[src/sv/qstp_pkg.sv]
package qstp_pkg;

  // Queue and tone table dimensions
  localparam int unsigned QUEUE_DEPTH       = 6;
  localparam int unsigned SEGMENTS_PER_TONE = 3;
  localparam int unsigned TONE_KINDS        = 6;
  localparam int unsigned ROM_SEGS          = 3;

  // Audio timing
  localparam int unsigned RATE_HZ   = 16000;
  localparam int unsigned MS_PER_S  = 1000;
  localparam int unsigned AMP_RESET = 5000;

  // Field and state widths
  localparam int unsigned TONE_W   = 8;
  localparam int unsigned AMP_W    = 15;
  localparam int unsigned SAMPLE_W = 16;
  localparam int unsigned LEVEL_W  = 3;
  localparam int unsigned PHASE_W  = 7;
  localparam int unsigned LEFT_W   = 11;
  localparam int unsigned KIND_W   = 3;
  localparam int unsigned ROMSEG_W = 2;
  localparam int unsigned QIDX_W   = (QUEUE_DEPTH > 1) ? $clog2(QUEUE_DEPTH) : 1;
  localparam int unsigned QCNT_W   = $clog2(QUEUE_DEPTH + 1);
  localparam int unsigned SEG_W    = (SEGMENTS_PER_TONE > 1) ? $clog2(SEGMENTS_PER_TONE) : 1;

  // Register port
  localparam int unsigned PADDR_W   = 3;
  localparam int unsigned PDATA_W   = 32;
  localparam int unsigned REG_IDX_W = PADDR_W - 2;
  localparam logic [REG_IDX_W-1:0] REG_AMPLITUDE = '0;

  // Item function codes
  localparam logic FUNC_TICK    = 1'b0;
  localparam logic FUNC_REQUEST = 1'b1;

  // Segment table: a 0 entry marks an empty segment (period 1, no samples)
  localparam bit SEG_ON [TONE_KINDS][ROM_SEGS] = '{
    '{1'b1, 1'b0, 1'b0},
    '{1'b1, 1'b0, 1'b0},
    '{1'b1, 1'b1, 1'b0},
    '{1'b1, 1'b1, 1'b0},
    '{1'b1, 1'b0, 1'b0},
    '{1'b1, 1'b0, 1'b0}
  };

  // Samples per square period, 16000 / hz
  localparam int unsigned SEG_PERIOD [TONE_KINDS][ROM_SEGS] = '{
    '{RATE_HZ / 440, 1, 1},
    '{RATE_HZ / 880, 1, 1},
    '{RATE_HZ / 587, RATE_HZ / 880, 1},
    '{RATE_HZ / 660, RATE_HZ / 880, 1},
    '{RATE_HZ / 220, 1, 1},
    '{RATE_HZ / 180, 1, 1}
  };

  // Samples per segment, 16000 * ms / 1000
  localparam int unsigned SEG_LEN [TONE_KINDS][ROM_SEGS] = '{
    '{RATE_HZ * 80 / MS_PER_S, 0, 0},
    '{RATE_HZ * 60 / MS_PER_S, 0, 0},
    '{RATE_HZ * 75 / MS_PER_S, RATE_HZ * 75 / MS_PER_S, 0},
    '{RATE_HZ * 100 / MS_PER_S, RATE_HZ * 100 / MS_PER_S, 0},
    '{RATE_HZ * 120 / MS_PER_S, 0, 0},
    '{RATE_HZ * 100 / MS_PER_S, 0, 0}
  };

  typedef struct packed {
    logic              func;
    logic [TONE_W-1:0] tone;
  } in_item_t;

  typedef struct packed {
    logic signed [SAMPLE_W-1:0] sample;
    logic                       sample_valid;
    logic                       tone_last;
    logic                       request_accepted;
    logic [LEVEL_W-1:0]         queue_level;
  } out_item_t;

  // Queue control from the top level
  typedef struct packed {
    logic              push;
    logic              pop;
    logic [TONE_W-1:0] tone;
  } fifo_ctl_t;

  // Queue status toward the player
  typedef struct packed {
    logic              full;
    logic              empty;
    logic [TONE_W-1:0] head_tone;
  } fifo_stat_t;

  // Player result for one tick
  typedef struct packed {
    logic                       pop;
    logic signed [SAMPLE_W-1:0] sample;
    logic                       sample_valid;
    logic                       tone_last;
  } play_out_t;

  typedef struct packed {
    logic               present;
    logic [PHASE_W-1:0] period;
    logic [LEFT_W-1:0]  length;
  } seg_info_t;

  // Segment lookup; anything outside the table reads as absent
  function automatic seg_info_t seg_lookup(logic [KIND_W-1:0] kind, logic [SEG_W:0] seg);
    seg_info_t r;
    r.present = 1'b0;
    r.period  = PHASE_W'(1);
    r.length  = '0;
    if (kind < TONE_KINDS && seg < SEGMENTS_PER_TONE && seg < ROM_SEGS) begin
      r.present = SEG_ON[kind][seg[ROMSEG_W-1:0]];
      r.period  = PHASE_W'(SEG_PERIOD[kind][seg[ROMSEG_W-1:0]]);
      r.length  = LEFT_W'(SEG_LEN[kind][seg[ROMSEG_W-1:0]]);
    end
    return r;
  endfunction

endpackage

[src/sv/queued_square_tone_player_unit.sv]
// A result appears in the output register in the cycle after its item is accepted.
// Throughput: one item per cycle; the single output register is the only stage, and a
// new item is taken whenever that register is empty or being drained in the same cycle.
// Reset (synchronous, active high): queue empty, player idle, output empty,
// amplitude 5000. Queue storage is not cleared; entries are read only once filled.
module queued_square_tone_player_unit (
  input  logic                          clk,
  input  logic                          rst,
  input  logic                          in_valid,
  output logic                          in_ready,
  input  qstp_pkg::in_item_t            in_data,
  output logic                          out_valid,
  input  logic                          out_ready,
  output qstp_pkg::out_item_t           out_data,
  input  logic                          psel,
  input  logic                          penable,
  input  logic                          pwrite,
  input  logic [qstp_pkg::PADDR_W-1:0]  paddr,
  input  logic [qstp_pkg::PDATA_W-1:0]  pwdata,
  output logic [qstp_pkg::PDATA_W-1:0]  prdata,
  output logic                          pready
);
  import qstp_pkg::*;

  logic              accept;
  logic              tick;
  logic [AMP_W-1:0]  amplitude;
  fifo_ctl_t         fifo_ctl;
  fifo_stat_t        fifo_stat;
  logic [QCNT_W-1:0] count_next;
  play_out_t         play;
  out_item_t         result;

  assign in_ready = !out_valid || out_ready;
  assign accept   = in_valid && in_ready;
  assign tick     = accept && (in_data.func == FUNC_TICK);

  qstp_regs u_regs (
    .clk       (clk),
    .rst       (rst),
    .psel      (psel),
    .penable   (penable),
    .pwrite    (pwrite),
    .paddr     (paddr),
    .pwdata    (pwdata),
    .prdata    (prdata),
    .pready    (pready),
    .amplitude (amplitude)
  );

  // Requests are refused when the queue is full
  assign fifo_ctl.push = accept && (in_data.func == FUNC_REQUEST) && !fifo_stat.full;
  assign fifo_ctl.pop  = play.pop;
  assign fifo_ctl.tone = in_data.tone;

  qstp_fifo u_fifo (
    .clk        (clk),
    .rst        (rst),
    .ctl        (fifo_ctl),
    .stat       (fifo_stat),
    .count_next (count_next)
  );

  qstp_player u_player (
    .clk       (clk),
    .rst       (rst),
    .tick      (tick),
    .stat      (fifo_stat),
    .amplitude (amplitude),
    .result    (play)
  );

  // Result assembly
  always_comb begin
    result.sample           = play.sample;
    result.sample_valid     = play.sample_valid;
    result.tone_last        = play.tone_last;
    result.request_accepted = fifo_ctl.push;
    result.queue_level      = LEVEL_W'(count_next);
  end

  // Output register
  always_ff @(posedge clk) begin
    if (rst) begin
      out_valid <= 1'b0;
    end else if (accept) begin
      out_valid <= 1'b1;
    end else if (out_ready) begin
      out_valid <= 1'b0;
    end
  end

  always_ff @(posedge clk) begin
    if (accept) begin
      out_data <= result;
    end
  end

endmodule

[src/sv/qstp_regs.sv]
module qstp_regs (
  input  logic                          clk,
  input  logic                          rst,
  input  logic                          psel,
  input  logic                          penable,
  input  logic                          pwrite,
  input  logic [qstp_pkg::PADDR_W-1:0]  paddr,
  input  logic [qstp_pkg::PDATA_W-1:0]  pwdata,
  output logic [qstp_pkg::PDATA_W-1:0]  prdata,
  output logic                          pready,
  output logic [qstp_pkg::AMP_W-1:0]    amplitude
);
  import qstp_pkg::*;

  logic [REG_IDX_W-1:0] reg_idx;
  logic                 wr_en;

  assign reg_idx = paddr[PADDR_W-1:2];
  assign wr_en   = psel && penable && pwrite;
  assign pready  = 1'b1;

  // Amplitude register
  always_ff @(posedge clk) begin
    if (rst) begin
      amplitude <= AMP_W'(AMP_RESET);
    end else if (wr_en && reg_idx == REG_AMPLITUDE) begin
      amplitude <= pwdata[AMP_W-1:0];
    end
  end

  // Read mux
  always_comb begin
    prdata = '0;
    if (reg_idx == REG_AMPLITUDE) begin
      prdata = PDATA_W'(amplitude);
    end
  end

endmodule

[src/sv/qstp_fifo.sv]
module qstp_fifo (
  input  logic                         clk,
  input  logic                         rst,
  input  qstp_pkg::fifo_ctl_t          ctl,
  output qstp_pkg::fifo_stat_t         stat,
  output logic [qstp_pkg::QCNT_W-1:0]  count_next
);
  import qstp_pkg::*;

  logic [TONE_W-1:0] mem [QUEUE_DEPTH];
  logic [QIDX_W-1:0] head;
  logic [QIDX_W-1:0] head_next;
  logic [QCNT_W-1:0] count;
  logic [QIDX_W:0]   tail_sum;
  logic [QIDX_W-1:0] tail;

  // Tail wraps at most once since count never exceeds the depth
  assign tail_sum = (QIDX_W+1)'(head) + (QIDX_W+1)'(count);
  assign tail     = (tail_sum >= (QIDX_W+1)'(QUEUE_DEPTH))
                    ? QIDX_W'(tail_sum - (QIDX_W+1)'(QUEUE_DEPTH))
                    : QIDX_W'(tail_sum);

  assign stat.full      = (count == QCNT_W'(QUEUE_DEPTH));
  assign stat.empty     = (count == '0);
  assign stat.head_tone = mem[head];

  // Pointer and fill-level update
  always_comb begin
    head_next  = head;
    count_next = count;
    if (ctl.push) begin
      count_next = count + 1'b1;
    end else if (ctl.pop) begin
      count_next = count - 1'b1;
      head_next  = (head == QIDX_W'(QUEUE_DEPTH - 1)) ? '0 : head + 1'b1;
    end
  end

  always_ff @(posedge clk) begin
    if (rst) begin
      head  <= '0;
      count <= '0;
    end else begin
      head  <= head_next;
      count <= count_next;
    end
  end

  // Storage
  always_ff @(posedge clk) begin
    if (ctl.push) begin
      mem[tail] <= ctl.tone;
    end
  end

endmodule

[src/sv/qstp_player.sv]
module qstp_player (
  input  logic                        clk,
  input  logic                        rst,
  input  logic                        tick,
  input  qstp_pkg::fifo_stat_t        stat,
  input  logic [qstp_pkg::AMP_W-1:0]  amplitude,
  output qstp_pkg::play_out_t         result
);
  import qstp_pkg::*;

  logic               playing;
  logic               playing_next;
  logic [KIND_W-1:0]  current_tone;
  logic [KIND_W-1:0]  current_tone_next;
  logic [SEG_W-1:0]   segment_index;
  logic [SEG_W-1:0]   segment_index_next;
  logic [PHASE_W-1:0] phase_count;
  logic [PHASE_W-1:0] phase_count_next;
  logic [LEFT_W-1:0]  samples_left;
  logic [LEFT_W-1:0]  samples_left_next;

  logic               emit;
  logic [SEG_W:0]     seg_nxt;
  logic [PHASE_W:0]   phase_inc;
  seg_info_t          info_first;
  seg_info_t          info_cur;
  seg_info_t          info_nxt;
  logic [SAMPLE_W-1:0] amp_ext;

  assign amp_ext = SAMPLE_W'(amplitude);

  // Dequeue, square-wave level and segment advance for one tick
  always_comb begin
    playing_next       = playing;
    current_tone_next  = current_tone;
    segment_index_next = segment_index;
    phase_count_next   = phase_count;
    samples_left_next  = samples_left;
    emit               = playing;
    seg_nxt            = '0;
    phase_inc          = '0;
    info_first         = '0;
    info_cur           = '0;
    info_nxt           = '0;
    result             = '0;

    if (tick) begin
      // idle: start the next queued tone, dropping unknown tone numbers
      if (!playing && !stat.empty) begin
        result.pop = 1'b1;
        if (stat.head_tone < TONE_W'(TONE_KINDS)) begin
          current_tone_next = KIND_W'(stat.head_tone);
          info_first = seg_lookup(current_tone_next, '0);
          if (info_first.present) begin
            segment_index_next = '0;
            phase_count_next   = '0;
            samples_left_next  = info_first.length;
            emit               = (info_first.length != '0);
            playing_next       = emit;
          end
        end
      end

      if (emit) begin
        info_cur = seg_lookup(current_tone_next, (SEG_W+1)'(segment_index_next));
        if (!info_cur.present) begin
          info_cur.period = PHASE_W'(1);
        end
        result.sample_valid = 1'b1;
        result.sample = (phase_count_next < (info_cur.period >> 1))
                        ? amp_ext : (~amp_ext + 1'b1);

        phase_inc = (PHASE_W+1)'(phase_count_next) + 1'b1;
        phase_count_next = (phase_inc >= (PHASE_W+1)'(info_cur.period))
                           ? '0 : PHASE_W'(phase_inc);
        if (samples_left_next != '0) begin
          samples_left_next = samples_left_next - 1'b1;
        end

        // segment done: chain into the next one or end the tone
        if (samples_left_next == '0) begin
          seg_nxt  = (SEG_W+1)'(segment_index_next) + 1'b1;
          info_nxt = seg_lookup(current_tone_next, seg_nxt);
          if (info_nxt.present) begin
            segment_index_next = SEG_W'(seg_nxt);
            phase_count_next   = '0;
            samples_left_next  = info_nxt.length;
          end
          if (!info_nxt.present || info_nxt.length == '0) begin
            playing_next     = 1'b0;
            result.tone_last = 1'b1;
          end
        end
      end
    end
  end

  always_ff @(posedge clk) begin
    if (rst) begin
      playing       <= 1'b0;
      current_tone  <= '0;
      segment_index <= '0;
      phase_count   <= '0;
      samples_left  <= '0;
    end else begin
      playing       <= playing_next;
      current_tone  <= current_tone_next;
      segment_index <= segment_index_next;
      phase_count   <= phase_count_next;
      samples_left  <= samples_left_next;
    end
  end

endmodule

[config.mk]
export PLATFORM = sky130hd
export DESIGN_NAME = queued_square_tone_player_unit
export DESIGN_NICKNAME = d
export VERILOG_FILES = /design/src/sv/qstp_pkg.sv /design/src/sv/queued_square_tone_player_unit.sv /design/src/sv/qstp_regs.sv /design/src/sv/qstp_fifo.sv /design/src/sv/qstp_player.sv
export SDC_FILE = /design/constraint.sdc
export NUM_CORES = 1
export LEC_CHECK = 0
export ABC_AREA = 1
export BUFFER_PORTS_ARGS = -buffer_cell sky130_fd_sc_hd__clkbuf_2
export CAP_MARGIN = 20
export CORE_MARGIN = 1
export CORE_UTILIZATION = 45
export DETAILED_ROUTE_END_ITERATION = 16
export PLACE_DENSITY = 0.65
export SYNTH_ARGS = -nofsm -noshare
export SYNTH_HDL_FRONTEND = slang
export SYNTH_HIERARCHICAL = 1
export SYNTH_SLANG_ARGS = --single-unit
[constraint.sdc]
create_clock -name clk -period 5.5 [get_ports clk]
set_input_delay 1.1 -clock clk [delete_from_list [all_inputs] [get_ports clk]]
set_output_delay 1.1 -clock clk [all_outputs]
set_load 0.01 [all_outputs]
==> impl_metrics.yaml <==
run_status:
  status: "complete, no violations"
setup_path:
  cp_common_cell: "nand3_1"
  path_class: "register to register"
  cp.arrival_ns: 5.09
  critical-path-slowest-cell: "dfxtp_1"
  rr_endpoint: "u_player/phase_count[4]$_SDFFE_PP0P_"
  crit_required_ns: 5.85
  worstSetupStartpointType: "register"
  end_kind: "register"
  r2r_slack_ns: 0.76
  r2r_cells: 29
  slowest_delay_ns: 0.62
  critPathMaxFanout: 24
clock_tree:
  cts_buffers: 17
  htreeDepth: 4
  cts_hold_buf: 0
  clk_pin_slew_ns: 0.05
  clock-root-buffer: "clkbuf_16"
  post_cts_buffers: 0
  cts-resized-gates: 0
  cts_tree: "yes"
  clock_latency_ns: 0.41
  clock-sinks: 119
  cts_buffer_depth: 2
hold_path:
  worstHoldPathType: "register to register"
  hold_end: "u_player/segment_index[1]$_SDFFE_PP0P_"
  hold_depth: 2
  min_from: "u_player/segment_index[1]$_SDFFE_PP0P_"
floorplanning:
  initial_utilization_pct: 46.4
  die_area_sq_mm: 0.0169
  die_w_um: 130
  die_y_um: 130
  io_pins: 108
  core_region_area_sq_mm: 0.0159
  rows: 46
place:
  io_buffers: 70
  dpl.hpwl_mm: 11.1
  pre_cts_ws_ns: 0.781
  gp_routability_congestion: 0.850
sta:
  fmax_ghz: 0.211
  hold_viol: 0
  worst_pin_slew_ns: 0.891
  rsz0062_at_grt: "no"
  setup_viol: 0
  drv_slew: 0
  finClkSkew_ns: 0.00814
  fin_ws_ns: 0.759
  finalSetupTns_ns: 0
  timing.final.crit_period_ns: 4.74
  fin_crit_sh_pct: 86.2
  relSlewSlack_pct: 40.4
yosys:
  ys.flop_type: "edfxtp_1"
  async_flop_share_pct: 0
  synth.avg_cell_area_sq_um: 8.15
  syn_inst: 907
  synth-edff-count: 70
  synthesis.area_sq_mm: 0.00739
  ys_seq_area_share_pct: 41.7
  ys_warn_count: 6
  ys_ff_latch: 119
  ys_types: 56
cells_and_area:
  layout_common_cells: "nand2_1 (195), inv_1 (106), nor2_1 (89), nand3_1 (78)"
  syn_to_final_growth_pct: 13.1
  drive_gt1_share_pct: 20.5
  final_common_cell: "nand2_1"
  num_antenna_cells: 0
  nNetsFinal: 1055
  final_util_pct: 52.4
grt:
  grt_pass1_wl_mm: 26.5
  grt_max_degree: 33
  grt_overflow: 0
  antenna_found_initial: 0
  grt_usage_pct: 20.3
  grt_pass1_vias: 5512
power_and_ir_drop:
  clkPwrFrac_pct: 41.8
  p_per_area_mw_per_mm2: 294
  combPwrFrac_pct: 17.4
  vdd_drop_max_mv: 0.152
  switching_share_pct: 28.1
  p_sw_uw: 691
  internal_power_uw: 1770
  power_frac_seq_pct: 40.8
  p_leak_uw: 0.00379
detailed_routing:
  via_per_inst: 4.95
  num_vias: 5966
  wl_per_cell_um: 13.1
  drc: 0
  routed_wirelength_mm: 15.8
  drt.antenna.violating_nets: 0
  firstDrtPassIters: 5
  drtIter0Drc: 378
run:
  cap_violations: 0
-- registers in the layout, summed over array words and instances (netlist names), named ones only --
signal	flops
u_player/phase_count	7
u_player/segment_index	2
u_regs/amplitude	15
u_fifo/head	3
out_data	22
u_fifo/count	3
u_player/current_tone	3
u_fifo/mem	48
u_player/playing	1
out_valid	1
u_player/samples_left	11
-- final cells by class --
cell class | count | area (sq um)
clock buffers | 26 | 519
clock inverters | 6 | 41.3
fillers | 1527 | 7580
inverters | 118 | 452
multi-input cells | 642 | 3580
flip-flops and latches | 119 | 3080
well taps | 216 | 270
repair buffers | 78 | 410
-- critical path, delay by kind of cell, from the launching register on --
family | cells | cell delay [ns]
AOI/OAI and AO/OA | 8 | 0.94
adders and majority gates | 2 | 0.64
buffers and inverters | 5 | 0.82
DFF | 1 | 0.62
and+or+nand+nor | 14 | 1.63
-- metrics by stage --
step | power (uW) | cell area, sq um | instances | hold slack [ns]
3_3_place_gp | 1440 | 7800 | 1173 | 0.432
4_1_cts | 2480 | 8360 | 1205 | 0.449
6_report | 2460 | 8360 | 1205 | 0.447
5_1_grt | 2580 | 8360 | 1205 | 0.475
3_5_place_dp | 1440 | 7800 | 1173 | 0.438
2_1_floorplan | 1370 | 7450 | 923 | 0.421
-- how the worst max path moves through the flow --
stage	to	slack [ns]
final	u_player/phase_count[4]$_SDFFE_PP0P_	0.76
after global placement	u_player/phase_count[1]$_SDFFE_PP0P_	0.82
after floorplan	u_player/phase_count[3]$_SDFFE_PP0P_	1.37
after global routing	u_player/phase_count[4]$_SDFFE_PP0P_	0.26
after detailed placement	u_player/phase_count[5]$_SDFFE_PP0P_	0.78
after CTS	u_player/phase_count[1]$_SDFFE_PP0P_	0.76
-- power by group through the flow --
| stage | clock network [uW] | logic (uW) | registers [uW] |
|---|---|---|---|
| floorplan | 0 | 350 | 1020 |
| global placement | 0 | 421 | 1020 |
| CTS | 1050 | 429 | 1000 |
| detailed placement | 0 | 425 | 1020 |
| global route | 1090 | 484 | 1010 |
| finish | 1030 | 427 | 1000 |
-- synthesized netlist by cell type, drive strengths merged, types with 4 or more instances --
| cell | instances | area (sq um) |
|---|---|---|
| nand2 | 220 | 937 |
| inv | 115 | 439 |
| nor2 | 113 | 548 |
| nand3 | 85 | 460 |
| edfxtp | 70 | 2100 |
| o21ai | 69 | 387 |
| dfxtp | 49 | 981 |
| a21oi | 43 | 245 |
| buf | 36 | 303 |
| ha | 27 | 338 |
| xor2 | 13 | 114 |
| nor3 | 11 | 88.8 |
| nand4 | 9 | 77.6 |
| clkbuf | 8 | 30.0 |
| a31oi | 5 | 31.3 |
| o211ai | 5 | 37.5 |
| a211oi | 4 | 50.1 |
-- cell families after synthesis --
logic type,count (synthesis),synth area share (%)
buf+inv,162,10.6
other cells,2,0.102
simple gates,447,29.5
fa+ha+maj,28,4.84
xor+xnor,14,1.66
flops,119,41.7
compound gates,135,11.6
-- metal layers --
layer	wire length (um)	up-vias	global-route usage [%]
met4	216	0	6.77
met2	7260	157	32.7
met1	7360	2699	26.6
met5	0	-	0
met3	914	18	5.29
li1	-	3092	-
Note: power is estimated with default switching activity, not from simulation.
